## config.mk

```make
export PLATFORM = sky130hd
export DESIGN_NAME = accel_minmax_calibrator
export DESIGN_NICKNAME = d
export VERILOG_FILES = /design/src/rtl/core/mmc_pkg.sv /design/src/rtl/core/mmc_sercmp.sv /design/src/rtl/core/mmc_serdiv.sv /design/src/rtl/core/accel_minmax_calibrator.sv
export SDC_FILE = /design/constraint.sdc
export NUM_CORES = 1
export LEC_CHECK = 0
export BUFFER_PORTS_ARGS = -buffer_cell sky130_fd_sc_hd__buf_4
export CAP_MARGIN = 15
export CORE_ASPECT_RATIO = 0.7
export CORE_MARGIN = 2
export CORE_UTILIZATION = 50
export DETAILED_ROUTE_END_ITERATION = 16
export GPL_TIMING_DRIVEN = 1
export PLACE_DENSITY = 0.74
export SYNTH_ARGS = -nofsm -noshare
export SYNTH_HDL_FRONTEND = slang
export SYNTH_SLANG_ARGS = --single-unit
```

## constraint.sdc

```tcl
create_clock -name clk -period 6.5 [get_ports clk]
set_clock_uncertainty 0.05 [all_clocks]
set_input_delay 0.325 -clock clk [delete_from_list [all_inputs] [get_ports clk]]
set_output_delay 0.325 -clock clk [all_outputs]
set_load 0.01 [all_outputs]
```

## src/rtl/core/mmc_pkg.sv

```systemverilog
// Shared constants and types for the min/max accelerometer calibrator.
// No dependencies; imported by every module of the block.
package mmc_pkg;

  // default ADC sample width
  localparam int SAMPLE_BITS_DEF = 12;

  // fixed field widths
  localparam int QUIET_W  = 16;
  localparam int CENTER_W = 12;
  localparam int SCALE_W  = 24;
  localparam int BIAS_W   = 8;

  // register reset values
  localparam logic [QUIET_W-1:0]  IDLE_LIMIT_RST = 16'd60000;
  localparam logic [CENTER_W-1:0] CENTER_RST     = 12'd0;
  localparam logic [SCALE_W-1:0]  SCALE_NUM_RST  = 24'd2563768;

  // saturated scale on a zero range
  localparam logic [SCALE_W-1:0]  SCALE_SAT      = 24'hFFFFFF;

  // register index (word address)
  typedef enum logic [1:0] {
    REG_IDLE_LIMIT = 2'd0,
    REG_CENTER     = 2'd1,
    REG_SCALE_NUM  = 2'd2,
    REG_UNUSED     = 2'd3
  } reg_idx_t;

  // outcome of one serial magnitude compare
  typedef struct packed {
    logic lt;
    logic gt;
  } cmp_res_t;

endpackage

```

## src/rtl/core/mmc_sercmp.sv

```systemverilog
// Bit-serial magnitude comparator, MSB first, one bit per cycle while shift is high.
// Depends on mmc_pkg for the result struct.
module mmc_sercmp
  import mmc_pkg::*;
#(
  parameter int W = SAMPLE_BITS_DEF
) (
  input  logic         clk,
  input  logic         rst_n,
  input  logic         load,
  input  logic         shift,
  input  logic [W-1:0] a_in,
  input  logic [W-1:0] b_in,
  output cmp_res_t     res
);

  logic [W-1:0] a_sh_r;
  logic [W-1:0] b_sh_r;
  logic         lt_r;
  logic         gt_r;

  // operand shift registers
  always_ff @(posedge clk) begin
    if (load) begin
      a_sh_r <= a_in;
      b_sh_r <= b_in;
    end else if (shift) begin
      a_sh_r <= {a_sh_r[W-2:0], 1'b0};
      b_sh_r <= {b_sh_r[W-2:0], 1'b0};
    end
  end

  // first differing bit decides the outcome
  always_ff @(posedge clk) begin
    if (!rst_n) begin
      lt_r <= 1'b0;
      gt_r <= 1'b0;
    end else if (load) begin
      lt_r <= 1'b0;
      gt_r <= 1'b0;
    end else if (shift && !(lt_r || gt_r)) begin
      lt_r <= ~a_sh_r[W-1] & b_sh_r[W-1];
      gt_r <= a_sh_r[W-1] & ~b_sh_r[W-1];
    end
  end

  assign res.lt = lt_r;
  assign res.gt = gt_r;

endmodule

```

## src/rtl/core/mmc_serdiv.sv

```systemverilog
// Radix-2 restoring divider, one quotient bit per cycle.
// Depends on mmc_pkg for the quotient width.
module mmc_serdiv
  import mmc_pkg::*;
#(
  parameter int DW = SAMPLE_BITS_DEF + 1
) (
  input  logic               clk,
  input  logic               rst_n,
  input  logic               start,
  input  logic [SCALE_W-1:0] dividend,
  input  logic [DW-1:0]      divisor,
  output logic               done,
  output logic [SCALE_W-1:0] quotient
);

  localparam int STEP_W = $clog2(SCALE_W + 1);

  logic [SCALE_W-1:0] quo_r;
  logic [DW-1:0]      rem_r;
  logic [DW-1:0]      dvs_r;
  logic [STEP_W-1:0]  step_r;
  logic               busy_r;
  logic               done_r;
  logic [DW+1:0]      diff;
  logic               neg;

  // trial subtract of the shifted partial remainder
  assign diff = {1'b0, rem_r, quo_r[SCALE_W-1]} - {2'b00, dvs_r};
  assign neg  = diff[DW+1];

  // datapath: quotient bits enter as dividend bits leave
  always_ff @(posedge clk) begin
    if (start) begin
      quo_r <= dividend;
      rem_r <= '0;
      dvs_r <= divisor;
    end else if (busy_r) begin
      quo_r <= {quo_r[SCALE_W-2:0], ~neg};
      if (neg) begin
        rem_r <= {rem_r[DW-2:0], quo_r[SCALE_W-1]};
      end else begin
        rem_r <= diff[DW-1:0];
      end
    end
  end

  // step counter
  always_ff @(posedge clk) begin
    if (!rst_n) begin
      busy_r <= 1'b0;
      done_r <= 1'b0;
      step_r <= '0;
    end else begin
      done_r <= 1'b0;
      if (start) begin
        busy_r <= 1'b1;
        step_r <= STEP_W'(SCALE_W);
      end else if (busy_r) begin
        step_r <= step_r - 1'b1;
        if (step_r == STEP_W'(1)) begin
          busy_r <= 1'b0;
          done_r <= 1'b1;
        end
      end
    end
  end

  assign done     = done_r;
  assign quotient = quo_r;

endmodule

```

## src/rtl/core/accel_minmax_calibrator.sv

```systemverilog
// Top level of the min/max accelerometer calibrator: APB registers, extreme
// tracking, control sequencer and output register.
// Depends on mmc_pkg, mmc_sercmp and mmc_serdiv.
//
// Each input transaction carries one X/Y sample pair. The block compares the
// pair against the stored extremes bit-serially, MSB first, in four serial
// comparators, and takes the next pair only once the compares and the
// extreme update are done. When the quiet count reaches idle_limit a
// result is produced: biases from the midpoints and the scale from a
// one-bit-per-cycle divider. With a zero summed range the divider is skipped,
// the scale saturates and the flag is set. The result waits in an output
// register; a further result waits until that register is taken. Tracking
// state returns to reset after each result.
module accel_minmax_calibrator
  import mmc_pkg::*;
#(
  parameter int SAMPLE_BITS = SAMPLE_BITS_DEF
) (
  input  logic        clk,
  input  logic        rst_n,
  // input stream
  input  logic        in_tvalid,
  output logic        in_tready,
  // [SAMPLE_BITS-1:0] sample_x, [2*SAMPLE_BITS-1:SAMPLE_BITS] sample_y
  input  logic [((2*SAMPLE_BITS+7)/8)*8-1:0] in_tdata,
  // result stream
  output logic        out_tvalid,
  input  logic        out_tready,
  // [7:0] bias_x, [15:8] bias_y, [39:16] scale_q16
  output logic [39:0] out_tdata,
  // [0] zero_range
  output logic        out_tuser,
  // configuration
  input  logic        cfg_psel,
  input  logic        cfg_penable,
  input  logic        cfg_pwrite,
  input  logic [3:0]  cfg_paddr,
  input  logic [31:0] cfg_pwdata,
  output logic [31:0] cfg_prdata,
  output logic        cfg_pready
);

  localparam int SB    = SAMPLE_BITS;
  localparam int RW    = SAMPLE_BITS + 1;
  localparam int CNT_W = $clog2(SAMPLE_BITS);

  typedef enum logic [4:0] {
    ST_IDLE = 5'b00001,
    ST_CMP  = 5'b00010,
    ST_EVAL = 5'b00100,
    ST_DIV  = 5'b01000,
    ST_PUSH = 5'b10000
  } state_t;

  // registers
  logic [QUIET_W-1:0]  idle_limit_r;
  logic [CENTER_W-1:0] center_r;
  logic [SCALE_W-1:0]  scale_num_r;

  state_t              state_r, state_nxt;
  logic [CNT_W-1:0]    bit_cnt_r;
  logic [SB-1:0]       sx_r, sy_r;
  logic [SB-1:0]       min_x_r, min_y_r, max_x_r, max_y_r;
  logic [QUIET_W-1:0]  quiet_r;
  logic                fire_r;
  logic [BIAS_W-1:0]   pend_bx_r, pend_by_r;
  logic                pend_zero_r;
  logic                out_valid_r;
  logic [BIAS_W-1:0]   out_bx_r, out_by_r;
  logic [SCALE_W-1:0]  out_scale_r;
  logic                out_zero_r;

  logic                in_acc;
  logic                cfg_wr;
  reg_idx_t            cfg_idx;
  logic                cmp_shift;
  cmp_res_t            res_xlo, res_xhi, res_ylo, res_yhi;
  logic                changed;
  logic [QUIET_W-1:0]  quiet_nxt;
  logic [SB-1:0]       min_x_nxt, min_y_nxt, max_x_nxt, max_y_nxt;
  logic [RW:0]         range_wide;
  logic [RW-1:0]       range_sum;
  logic [SB:0]         sum_x, sum_y;
  logic                div_start;
  logic                div_done;
  logic [SCALE_W-1:0]  div_quo;

  // ---------------------------------------------------------------- config
  assign cfg_pready = 1'b1;
  assign cfg_wr     = cfg_psel & cfg_penable & cfg_pwrite & cfg_pready;
  assign cfg_idx    = reg_idx_t'(cfg_paddr[3:2]);

  always_ff @(posedge clk) begin
    if (!rst_n) begin
      idle_limit_r <= IDLE_LIMIT_RST;
      center_r     <= CENTER_RST;
      scale_num_r  <= SCALE_NUM_RST;
    end else if (cfg_wr) begin
      unique case (cfg_idx)
        REG_IDLE_LIMIT: idle_limit_r <= cfg_pwdata[QUIET_W-1:0];
        REG_CENTER:     center_r     <= cfg_pwdata[CENTER_W-1:0];
        REG_SCALE_NUM:  scale_num_r  <= cfg_pwdata[SCALE_W-1:0];
        default: ;
      endcase
    end
  end

  // register readback
  always_comb begin
    unique case (cfg_idx)
      REG_IDLE_LIMIT: cfg_prdata = 32'(idle_limit_r);
      REG_CENTER:     cfg_prdata = 32'(center_r);
      REG_SCALE_NUM:  cfg_prdata = 32'(scale_num_r);
      default:        cfg_prdata = '0;
    endcase
  end

  // ------------------------------------------------------ serial compares
  assign in_tready = (state_r == ST_IDLE);
  assign in_acc    = in_tvalid & in_tready;
  assign cmp_shift = (state_r == ST_CMP);

  mmc_sercmp #(.W(SB)) u_cmp_xlo (
    .clk(clk), .rst_n(rst_n), .load(in_acc), .shift(cmp_shift),
    .a_in(in_tdata[SB-1:0]), .b_in(min_x_r), .res(res_xlo)
  );
  mmc_sercmp #(.W(SB)) u_cmp_xhi (
    .clk(clk), .rst_n(rst_n), .load(in_acc), .shift(cmp_shift),
    .a_in(in_tdata[SB-1:0]), .b_in(max_x_r), .res(res_xhi)
  );
  mmc_sercmp #(.W(SB)) u_cmp_ylo (
    .clk(clk), .rst_n(rst_n), .load(in_acc), .shift(cmp_shift),
    .a_in(in_tdata[2*SB-1:SB]), .b_in(min_y_r), .res(res_ylo)
  );
  mmc_sercmp #(.W(SB)) u_cmp_yhi (
    .clk(clk), .rst_n(rst_n), .load(in_acc), .shift(cmp_shift),
    .a_in(in_tdata[2*SB-1:SB]), .b_in(max_y_r), .res(res_yhi)
  );

  // ------------------------------------------------------ extreme update
  assign changed   = res_xlo.lt | res_xhi.gt | res_ylo.lt | res_yhi.gt;
  assign quiet_nxt = (changed ? '0 : quiet_r) + 1'b1;
  assign min_x_nxt = res_xlo.lt ? sx_r : min_x_r;
  assign max_x_nxt = res_xhi.gt ? sx_r : max_x_r;
  assign min_y_nxt = res_ylo.lt ? sy_r : min_y_r;
  assign max_y_nxt = res_yhi.gt ? sy_r : max_y_r;

  // ------------------------------------------------------ result figures
  assign range_wide = ({2'b00, max_x_r} + {2'b00, max_y_r})
                    - ({2'b00, min_x_r} + {2'b00, min_y_r});
  assign range_sum  = range_wide[RW-1:0];
  assign sum_x      = {1'b0, max_x_r} + {1'b0, min_x_r};
  assign sum_y      = {1'b0, max_y_r} + {1'b0, min_y_r};
  assign div_start  = (state_r == ST_EVAL) & fire_r & (range_sum != '0);

  mmc_serdiv #(.DW(RW)) u_div (
    .clk      (clk),
    .rst_n    (rst_n),
    .start    (div_start),
    .dividend (scale_num_r),
    .divisor  (range_sum),
    .done     (div_done),
    .quotient (div_quo)
  );

  // ------------------------------------------------------ sequencer
  // EVAL is entered twice when a result is due: first to store the
  // extremes, then (fire_r set) to take figures and clear the tracker.
  always_comb begin
    state_nxt = state_r;
    unique case (state_r)
      ST_IDLE: if (in_acc) state_nxt = ST_CMP;
      ST_CMP:  if (bit_cnt_r == '0) state_nxt = ST_EVAL;
      ST_EVAL: begin
        if (!fire_r) begin
          state_nxt = (quiet_nxt >= idle_limit_r) ? ST_EVAL : ST_IDLE;
        end else begin
          state_nxt = (range_sum != '0) ? ST_DIV : ST_PUSH;
        end
      end
      ST_DIV:  if (div_done) state_nxt = ST_PUSH;
      ST_PUSH: if (!out_valid_r || out_tready) state_nxt = ST_IDLE;
      default: state_nxt = ST_IDLE;
    endcase
  end

  always_ff @(posedge clk) begin
    if (!rst_n) begin
      state_r   <= ST_IDLE;
      bit_cnt_r <= '0;
      fire_r    <= 1'b0;
      min_x_r   <= '1;
      min_y_r   <= '1;
      max_x_r   <= '0;
      max_y_r   <= '0;
      quiet_r   <= '0;
    end else begin
      state_r <= state_nxt;
      if (in_acc) begin
        bit_cnt_r <= CNT_W'(SAMPLE_BITS - 1);
      end else if (cmp_shift) begin
        bit_cnt_r <= bit_cnt_r - 1'b1;
      end
      if (state_r == ST_EVAL) begin
        if (!fire_r) begin
          min_x_r <= min_x_nxt;
          max_x_r <= max_x_nxt;
          min_y_r <= min_y_nxt;
          max_y_r <= max_y_nxt;
          quiet_r <= quiet_nxt;
          fire_r  <= (quiet_nxt >= idle_limit_r);
        end else begin
          min_x_r <= '1;
          min_y_r <= '1;
          max_x_r <= '0;
          max_y_r <= '0;
          quiet_r <= '0;
          fire_r  <= 1'b0;
        end
      end
    end
  end

  // sample capture and pending result figures
  always_ff @(posedge clk) begin
    if (in_acc) begin
      sx_r <= in_tdata[SB-1:0];
      sy_r <= in_tdata[2*SB-1:SB];
    end
    if ((state_r == ST_EVAL) && fire_r) begin
      pend_bx_r   <= sum_x[BIAS_W:1] - center_r[BIAS_W-1:0];
      pend_by_r   <= sum_y[BIAS_W:1] - center_r[BIAS_W-1:0];
      pend_zero_r <= (range_sum == '0);
    end
  end

  // ------------------------------------------------------ output register
  always_ff @(posedge clk) begin
    if (!rst_n) begin
      out_valid_r <= 1'b0;
    end else if ((state_r == ST_PUSH) && (!out_valid_r || out_tready)) begin
      out_valid_r <= 1'b1;
    end else if (out_tready) begin
      out_valid_r <= 1'b0;
    end
  end

  always_ff @(posedge clk) begin
    if ((state_r == ST_PUSH) && (!out_valid_r || out_tready)) begin
      out_bx_r    <= pend_bx_r;
      out_by_r    <= pend_by_r;
      out_scale_r <= pend_zero_r ? SCALE_SAT : div_quo;
      out_zero_r  <= pend_zero_r;
    end
  end

  assign out_tvalid = out_valid_r;
  assign out_tdata  = {out_scale_r, out_by_r, out_bx_r};
  assign out_tuser  = out_zero_r;

`ifndef SYNTHESIS
  // tracker is back at reset once the result figures have been taken
  a_clear_after_fire: assert property (@(posedge clk) disable iff (!rst_n)
    (state_r == ST_EVAL) && fire_r |=>
      (min_x_r == '1) && (max_y_r == '0) && (quiet_r == '0))
    else $error("tracker not cleared after result");

  // divider never started on a zero range
  a_div_nonzero: assert property (@(posedge clk) disable iff (!rst_n)
    div_start |-> (range_sum != '0))
    else $error("divider started with zero divisor");

  // a fresh result only comes from the push step
  a_valid_from_push: assert property (@(posedge clk) disable iff (!rst_n)
    $rose(out_tvalid) |-> $past(state_r == ST_PUSH))
    else $error("result raised outside push step");

  // zero range flag goes with a saturated scale
  a_zero_sat: assert property (@(posedge clk) disable iff (!rst_n)
    out_tvalid && out_tuser |-> (out_tdata[39:16] == SCALE_SAT))
    else $error("zero range without saturated scale");
`endif

endmodule
```

Word-level counts from Yosys, hierarchy flattened

Index checks and enable logic that the tools add are counted.

ROM bits: 0
Bits in registers: 370
Word-level logic and storage cells: 183
Output and inout port bits: 76
Memories kept: 0
Memory bits (writable): 0
Latch bits: 0

Multiplexer cells: 49
$add $sub $neg: 11
Shift operators: 0
Eq/ne operators: 12
Div/mod/pow operators: 0
$lt $le $gt $ge: 1
Bitwise gates (word level): 27
Multiply operators: 0
Reductions and logical operators: 38

Operator list:

| cell                  | count |
|---|---|
| $mux 12               | 24 |
| $pmux 24 s3           | 1 |
| $mux 24               | 2 |
| $mux 5                | 8 |
| $mux 16               | 2 |
| $add 12x12->13        | 2 |
| $pmux 5 s5            | 1 |
| $add 9x9->9           | 2 |
| $add 16x1->16 const B | 1 |
| $ge 16x16->1          | 1 |
| $sub 8x8->8           | 2 |
| $sub 14x13->15        | 1 |
| $reduce_and 2->1      | 7 |
| $reduce_bool 2->1     | 7 |
| $and 1x1->1           | 13 |
| $logic_not 13->1      | 1 |
| $mux 13               | 1 |
| $reduce_bool 13->1    | 1 |
| $sub 13x13->13        | 1 |
| $not 1->1             | 11 |
| $eq 5x1->1 const B    | 2 |
| $mux 4                | 2 |
| $mux 1                | 7 |
| $logic_and 1x1->1     | 6 |
| 19 further kinds      | 32 |

Logic depth before layout (Yosys ltp)

Gate-level depths: netlist of run 1.

Word-level depth: 9
Mapped depth: 18

Cells and area by module

Synthesis of run 1 repeated with hierarchy kept, for this count alone.

Cell total of the unflattened synthesis: 1672
Area, all modules: 18778.0 um2

Modules (own cells, without submodules):

| module                  | cells each | area each (um2) | instances |
|---|---|---|---|
| accel_minmax_calibrator | 1170       | 11054.4         | 1 |
| mmc_sercmp              | 63         | 1194.9          | 4 |
| mmc_serdiv              | 250        | 2944.1          | 1 |

Worst setup path after synthesis of run 1

OpenSTA, ideal clock, no wires.

Kind: reg2reg
Start point: register min_x_r[0]
End point: register u_div.quo_r[0] (netlist: u_div.quotient[0]), enable pin
Data arrival time: 4.128 ns
Clock period less this slack: 4.560 ns
Slack: 1.940 ns
Stages on the path, launching flop included: 19
Path through: dfxtp_1 > inv_1 > fa_1 > inv_1 > fa_1 > inv_1 > ha_1 > inv_1 > fa_1 > nand2b_1 > a21oi_1 > o21a_1 > xor2_1 > nor3_2 > nand4b_1 > o21a_1 > buf_6 > buf_8 > or2_1

Word-level cells in the longest chain between the ends: 5

RTL lines:

| element                            | RTL line                       | text |
|---|---|---|
| from (decl)                        | accel_minmax_calibrator.sv:63  | `logic [SB-1:0] min_x_r, min_y_r, max_x_r, max_y_r;` |
| from (signal assigned)             | accel_minmax_calibrator.sv:206 | `min_x_r <= min_x_nxt;` |
| $add 12x12->13                     | accel_minmax_calibrator.sv:150 | `- ({2'b00, min_x_r} + {2'b00, min_y_r});` |
| $sub 13x13->13                     | accel_minmax_calibrator.sv:150 |  |
| via range_wide[8]                  | accel_minmax_calibrator.sv:81  | `logic [RW:0] range_wide;` |
| $reduce_bool 13->1                 | accel_minmax_calibrator.sv:154 | `assign div_start = (state_r == ST_EVAL) & fire_r & (range_sum != '0);` |
| $and 1x1->1                        | accel_minmax_calibrator.sv:154 |  |
| $reduce_bool 2->1 (no source line) | -                              |  |
| to (signal assigned)               | mmc_serdiv.sv:35               | `quo_r <= dividend;` |
| to (signal assigned)               | mmc_serdiv.sv:39               | `quo_r <= {quo_r[SCALE_W-2:0], ~neg};` |
| to (decl)                          | mmc_serdiv.sv:19               | `logic [SCALE_W-1:0] quo_r;` |

The timed path passes the listed nets, and every way through them passes these cells.
A chain may end at the register's enable or synchronous reset.

Worst setup path after layout of run 1

Start point: register min_x_r[0]
End point: register u_div.quo_r[18] (netlist: u_div.quotient[18]), enable pin

Same word-level chain as after synthesis.

==> results.py, run 1 <==
metrics = {
    "status": {
        "status": "completed",
    },
    "clock_network": {
        "cts-root-buf": "clkbuf_16",
        "cts.clk_slew.worst_paths_ns": 0.07,
        "post_cts_buffers": 0,
        "clockBufferDepth": 3,
        "htree_levels": 2,
        "numCtsBuffers": 35,
        "cts_tree": "built",
        "clock_latency_ns": 0.53,
        "clock-sinks": 346,
    },
    "sta": {
        "worst_pin_slew_ns": 1.02,
        "hold_violations": 0,
        "slew_viol_final": 0,
        "worst_slack_ns": 1.27,
        "max_freq_mhz": 191,
        "holdWs_ns": 0.0145,
        "min_period_ns": 5.23,
        "rsz0062_at_grt": "false",
        "period_share_pct": 80.5,
        "tns_ns": 0,
        "slew_headroom_pct": 31.8,
        "final-setup-viol-count": 0,
    },
    "yosys": {
        "synth-edff-count": 191,
        "yosysSeqAreaShare_pct": 50.9,
        "ys.flop_type": "edfxtp_1",
        "yosysTopAreaCell": "edfxtp_1",
        "synth.distinct_cells": 68,
        "netlist_area_mm2": 0.0174,
        "syn_avg_cell_area_um2": 10.0,
        "synthCells": 1736,
        "yosys_warnings": 0,
        "synth_top_area_share_pct": 33.0,
        "ys_ff_latch": 346,
        "synth_area_leaders": "edfxtp_1 (33%), dfxtp_1 (18%), nand2_1 (7.5%)",
        "ys_async_sr_fraction_pct": 0,
    },
    "placed_design": {
        "dp_slack_ns": 1.32,
        "io_buffers": 123,
        "gp_congestion": 0.873,
        "dp_hpwl_mm": 30.3,
        "placed_area_mm2": 0.0187,
    },
    "setup_path": {
        "path_class": "reg -> reg",
        "worstPathRequired_ns": 6.64,
        "cp.arrival_ns": 5.38,
        "crit_path_end_kind": "register",
        "start_kind": "register",
        "path_max_fanout": 27,
    },
    "routing": {
        "dr.pass1.iters": 5,
        "vias": 12976,
        "avgRoutedWirePerCell_um": 18.2,
        "wl_mm": 43.2,
        "drt_iter0_drc": 1375,
        "vias_per_cell": 5.48,
        "ant_nets": 0,
        "drc": 0,
    },
    "final_layout": {
        "nFillCells": 2836,
        "antennaDiodeCount": 0,
        "fin_area_mm2": 0.0201,
        "fin_util_pct": 58.5,
        "fin_nets": 2042,
        "final_layout_size_suffix_gt1_share_pct": 14.0,
        "area_delta_synth_final_pct": 16.0,
    },
    "pwr": {
        "peakVddDrop_mv": 0.234,
        "p_per_area_mw_per_mm2": 308,
        "leakage_nw": 8.24,
    },
    "job": {
        "cap_violations": 0,
    },
    "floorplan": {
        "start_util_pct": 50.4,
        "die_w_um": 227,
        "io_pins": 143,
        "die_h_um": 160,
        "row_count": 57,
        "dieArea_mm2": 0.0363,
        "core_area_mm2": 0.0344,
    },
    "global_route": {
        "antenna_found_initial": 0,
        "grt_usage_pct": 23.9,
        "grt_overflow": 0,
        "grt_pass1_vias": 12255,
        "grt_max_degree": 78,
        "grt_pass1_wl_mm": 67.6,
    },
    "worst_hold_path": {
        "min_path_type": "in -> reg",
    },
}
-- cells in the mapped netlist (9+ instances only) --
| library cell | instances |
|---|---|
| a21o_1 | 17 |
| o21bai_1 | 13 |
| fa_1 | 29 |
| mux2_4 | 18 |
| clkbuf_1 | 67 |
| o21ai_0 | 49 |
| edfxtp_1 | 191 |
| xnor2_1 | 42 |
| inv_1 | 118 |
| ha_1 | 74 |
| dfxtp_1 | 155 |
| nand4_1 | 10 |
| a22oi_1 | 14 |
| and2_1 | 14 |
| nand2_1 | 348 |
| a21boi_0 | 27 |
| nand3_1 | 71 |
| nor3_1 | 18 |
| nor2_1 | 75 |
| o211ai_1 | 15 |
| o21a_1 | 9 |
| nand2b_1 | 12 |
| a211oi_1 | 13 |
| mux2i_1 | 37 |
| or2_2 | 25 |
| xor2_1 | 24 |
| nor2b_1 | 59 |
| a21oi_1 | 92 |
| buf_4 | 10 |
-- cells in the final DEF, fill, tap and decap left out, types with 5 or more instances in the layout --
cell type,count
a21boi_0,27
clkbuf_16,35
and2_1,14
mux2_4,18
fa_1,29
edfxtp_1,191
clkbuf_1,7
mux2_2,8
dfxtp_1,155
a21oi_1,92
nand3_1,71
nor3_1,17
a21o_1,17
xnor2_1,42
clkinv_2,7
or3_1,5
dlygate4sd3_1,38
a22oi_1,14
mux2i_1,37
nor2b_1,58
a211oi_1,13
inv_1,117
o21bai_1,13
xor2_1,24
nand2b_1,12
nand2_1,346
nor2_1,75
o21a_1,8
o211ai_1,15
nor4_1,7
or2_2,25
ha_1,74
a31oi_1,8
and3_1,8
nand4_1,10
o21ai_0,49
buf_4,142
conb_1,9
-- final timing paths --
path / from / to / slack, ns / cells after the start
setup / recovery: min_x_r[0] / u_div.quotient[18] / 1.27 / 17
hold / removal: cfg_pwdata[22] / scale_num_r[22] / 0.01 / 3
setup reg to reg: min_x_r[0] / u_div.quotient[18] / 1.27 / 17
hold reg to reg: pend_by_r[2] / out_by_r[2] / 0.37 / 0
-- timing repair --
item,4_1_cts,5_1_grt
resized for setup,0,0
endpoints found under the hold margin,39,0
hold buffers,38,0
-- flip-flops by register name, indices dropped and copies added, names as in the netlist, 13 cells and up --
name / flops
out_scale_r: 24
u_div.rem_r: 13
u_div.quotient: 24
idle_limit_r: 16
u_div.dvs_r: 13
quiet_r: 16
scale_num_r: 24
-- per-layer routing --
metal	vias up	routed length, µm	part of all wire [%]	track usage, %
met5	-	0	0	0
met2	516	18700	43	34.9
met1	6201	20200	47	36.1
met3	68	3470	8.0	4.80
met4	0	920	2.1	6.01
li1	6191	-	-	-
-- through the flow --
| step | instances | power [mW] |
|---|---|---|
| detailed placement | 2269 | 4.26 |
| floorplan | 1743 | 3.85 |
| global placement | 2268 | 4.22 |
| global route | 2369 | 6.51 |
| finish | 2369 | 6.20 |
| CTS | 2369 | 6.22 |
-- worst max-delay path, stage by stage (launching register included) --
cell and delay [ns]:
dfxtp_1 0.32, inv_1 0.08, fa_1 0.60, inv_1 0.07, fa_1 0.44, inv_1 0.07
ha_1 0.18, inv_1 0.06, fa_1 0.39, nand2b_1 0.18, a21oi_1 0.43, o21a_1 0.25
xor2_1 0.28, nor3_2 0.08, nand4b_1 0.18, o21a_2 0.70, or2_1 0.19, buf_4 0.31
-- area by class of cell --
cell class	count	area (µm²)	share of cell area, %
tap	472	591	2.93
clock inverter	16	125	0.621
clock buffer	46	957	4.75
timing repair buffer	181	1460	7.26
sequential	346	8840	43.9
inverter	118	443	2.20
multi-input combinational	1190	7720	38.3
-- where the power goes --
part           switching (mW)  leakage, nW  total [mW]  internal (mW)
Sequential              0.149         3.02        2.92           2.77
Clock                   0.865        0.525        1.95           1.09
Combinational           0.845         4.69        1.33          0.482
Total                    1.86         8.24        6.20           4.34
-- cells by family after synthesis --
kind of cell / after synthesis / share of synthesized area, %
AND/OR/NAND/NOR: 672 / 17.8
adder cells (fa/ha/maj): 103 / 8.68
AO/OA/AOI/OAI: 277 / 10.2
other: 2 / 0.0433
flip-flops: 346 / 50.9
multiplexers: 63 / 4.21
buffers and inverters: 207 / 4.90
XOR/XNOR: 66 / 3.33
(Power assumes the default switching activity.)
==> run 2: changes to the inputs <==
Settings changed: ABC_AREA set to 1, PLACE_DENSITY 0.74 to 0.76.
Clock period 6.5 ns to 4.7 ns, I/O delays scaled along.
==> run 2 against run 1 <==
  * Die area grew 0.12%
  * Clock power grew 39%
  * Highest routed layer unchanged
  * Clock-buffer cell count grew 3
  * Worst setup slack lost 0.78 ns
  * Critical path type unchanged
  * Flip-flop and latch count is the same
==> results.py, run 2 <==
metrics = {
    "sta": {
        "period_share_pct": 89.6,
        "tns_ns": 0,
        "rsz0062_at_grt": "false",
        "holdWs_ns": 0.0841,
        "max_freq_mhz": 237,
        "slew_headroom_pct": 23.2,
        "min_period_ns": 4.21,
        "final-setup-viol-count": 0,
        "worst_pin_slew_ns": 1.15,
        "slew_viol_final": 0,
        "hold_violations": 0,
    },
    "clock_network": {
        "clockBufferDepth": 3,
        "cts_hold_buffers": 48,
        "cts-root-buf": "clkbuf_16",
        "htree_levels": 2,
        "numCtsBuffers": 35,
        "cts.clk_slew.worst_paths_ns": 0.07,
        "cts_tree": "built",
        "clock_latency_ns": 0.54,
        "post_cts_resized": 0,
        "post_cts_buffers": 0,
        "clock-sinks": 346,
    },
    "yosys": {
        "synth_top_area_share_pct": 33.0,
        "ys.flop_type": "edfxtp_1",
        "synth_area_leaders": "edfxtp_1 (33%), dfxtp_1 (18%), nand2_1 (8.6%)",
        "ys_async_sr_fraction_pct": 0,
        "yosys_warnings": 0,
        "yosysMostFrequentCell": "nand2_1",
        "netlist_area_mm2": 0.0174,
        "synth-edff-count": 191,
        "syn_avg_cell_area_um2": 9.01,
        "ys_ff_latch": 346,
        "synthCells": 1929,
        "yosysSeqAreaShare_pct": 50.8,
        "synth.distinct_cells": 45,
        "synthTopCellsByCount": "nand2_1 (396), inv_1 (278), edfxtp_1 (191), dfxtp_1 (155), a21oi_1 (135)",
        "yosysTopAreaCell": "edfxtp_1",
    },
    "setup_path": {
        "critPathSlowestCell": "inv_2",
        "reg2reg_setup_slack_ns": 0.49,
        "worstReg2RegEnd": "u_div.dvs_r[9]",
        "crit_path_end_kind": "register",
        "path_max_fanout": 34,
        "worstRegToRegCells": 19,
        "crit_chain": "inv_1 > fa_1 > inv_1 > fa_1 > inv_1 > ha_1 > inv_1 > fa_1 > inv_1 > nand3_1 > nand2_2 > nand3_1 > nand3_1 > nand2_1 > nand2_1 > nor2_1 > nand3_2 > nand2_4 > inv_2",
        "crit_path_frequent_cell": "inv_1",
        "worstPathRequired_ns": 4.80,
        "path_class": "reg -> reg",
        "cp.arrival_ns": 4.31,
        "r2r_start": "min_x_r[0]",
        "start_kind": "register",
        "max_stage_delay_ns": 0.58,
    },
    "status": {
        "status": "completed",
    },
    "final_layout": {
        "layout_common_cells": "nand2_1 (394), inv_1 (277), edfxtp_1 (191)",
        "fin_util_pct": 58.9,
        "final_layout_size_suffix_gt1_share_pct": 12.8,
        "instances_no_fill": 2582,
        "final_common_cell": "nand2_1",
        "fin_nets": 2252,
        "area_delta_synth_final_pct": 16.7,
    },
    "routing": {
        "vias_per_cell": 5.33,
        "drt_iter0_drc": 1388,
        "dr.pass1.iters": 6,
        "ant_nets": 0,
        "drc": 0,
        "vias": 13757,
        "avgRoutedWirePerCell_um": 16.7,
        "wl_mm": 43.2,
    },
    "floorplan": {
        "die_h_um": 160,
        "core_area_mm2": 0.0344,
        "start_util_pct": 50.5,
        "dieArea_mm2": 0.0363,
        "row_count": 57,
        "die_w_um": 227,
        "io_pins": 143,
    },
    "global_route": {
        "grt_pass1_vias": 13270,
        "grt_pass1_wl_mm": 68.6,
        "antenna_found_initial": 1,
        "grt_usage_pct": 23.8,
        "grt_overflow": 0,
        "grt_max_degree": 73,
    },
    "placed_design": {
        "io_buffers": 123,
        "dp_cells": 2468,
        "gp_congestion": 0.889,
        "dp_hpwl_mm": 29.8,
    },
    "pwr": {
        "power_mw": 6.70,
        "p_per_area_mw_per_mm2": 330,
        "peakVddDrop_mv": 0.385,
        "leakage_nw": 8.64,
    },
    "worst_hold_path": {
        "whs_path_depth": 4,
        "min_path_type": "in -> reg",
        "hold_end": "out_tvalid",
        "min_from": "out_tready",
    },
    "job": {
        "cap_violations": 0,
    },
}
## run 2: routing by layer
metal / part of all wire (%) / global-route usage (%) / wire length (µm)
met1: 45 / 34.2 / 19600
met4: 2.3 / 7.83 / 981
met3: 8.1 / 4.84 / 3490
met2: 44 / 36.1 / 19100
met5: 0 / 0 / 0
## run 2: stage by stage
step / instance area, µm² / worst slack, ns
2_1_floorplan: 17400 / 0.752
3_3_place_gp: 18700 / 0.519
3_5_place_dp: 18700 / 0.511
4_1_cts: 20300 / 0.487
5_1_grt: 20300 / 0.101
6_report: 20300 / 0.486
## run 2: worst max-delay path by stage
stage,start,end,slack [ns],depth (start not counted)
4_1_cts,min_x_r[0],u_div.step_r[3],0.49,20
2_1_floorplan,min_x_r[0],u_div.quotient[0],0.75,18
5_1_grt,min_x_r[0],u_div.step_r[3],0.10,20
3_5_place_dp,min_x_r[0],u_div.dvs_r[0],0.51,19
6_report,min_x_r[0],u_div.dvs_r[9],0.49,19
3_3_place_gp,min_x_r[0],u_div.step_r[3],0.52,20
## run 2: layout make-up
class / instances / area (µm²)
Clock buffer: 49 / 981
Fill cell: 2891 / 14200
Inverter: 289 / 1080
Clock inverter: 15 / 129
Tap cell: 472 / 591
Sequential cell: 346 / 8840
Timing Repair Buffer: 187 / 1530
Multi-Input combinational cell: 1223 / 7120
Antenna cell: 1 / 2.50
## run 2: worst max-delay path: cells and delay by family, from the launching register on
kind	cells	cell delay [ns]
flip-flops	1	0.34
adder cells (fa/ha/maj)	4	1.55
buffers and inverters	6	0.95
AND/OR/NAND/NOR	9	0.92
## run 2: power breakdown
part / switching (mW) / total [mW] / internal, mW
clock network: 1.18 / 2.72 / 1.53
registers: 0.0646 / 3.46 / 3.40
logic: 0.342 / 0.516 / 0.174
## run 2: cell families (layout without fill, tap and decap cells)
logic type	after synthesis	after routing	share of synthesized area (%)
buffers and inverters	367	540	8.45
other	2	10	0.0432
AOI/OAI and AO/OA	388	388	12.5
and+or+nand+nor	675	675	17.0
DFF	346	346	50.8
adders and majority gates	103	103	8.67
xor gates and xnor gates	48	48	2.42
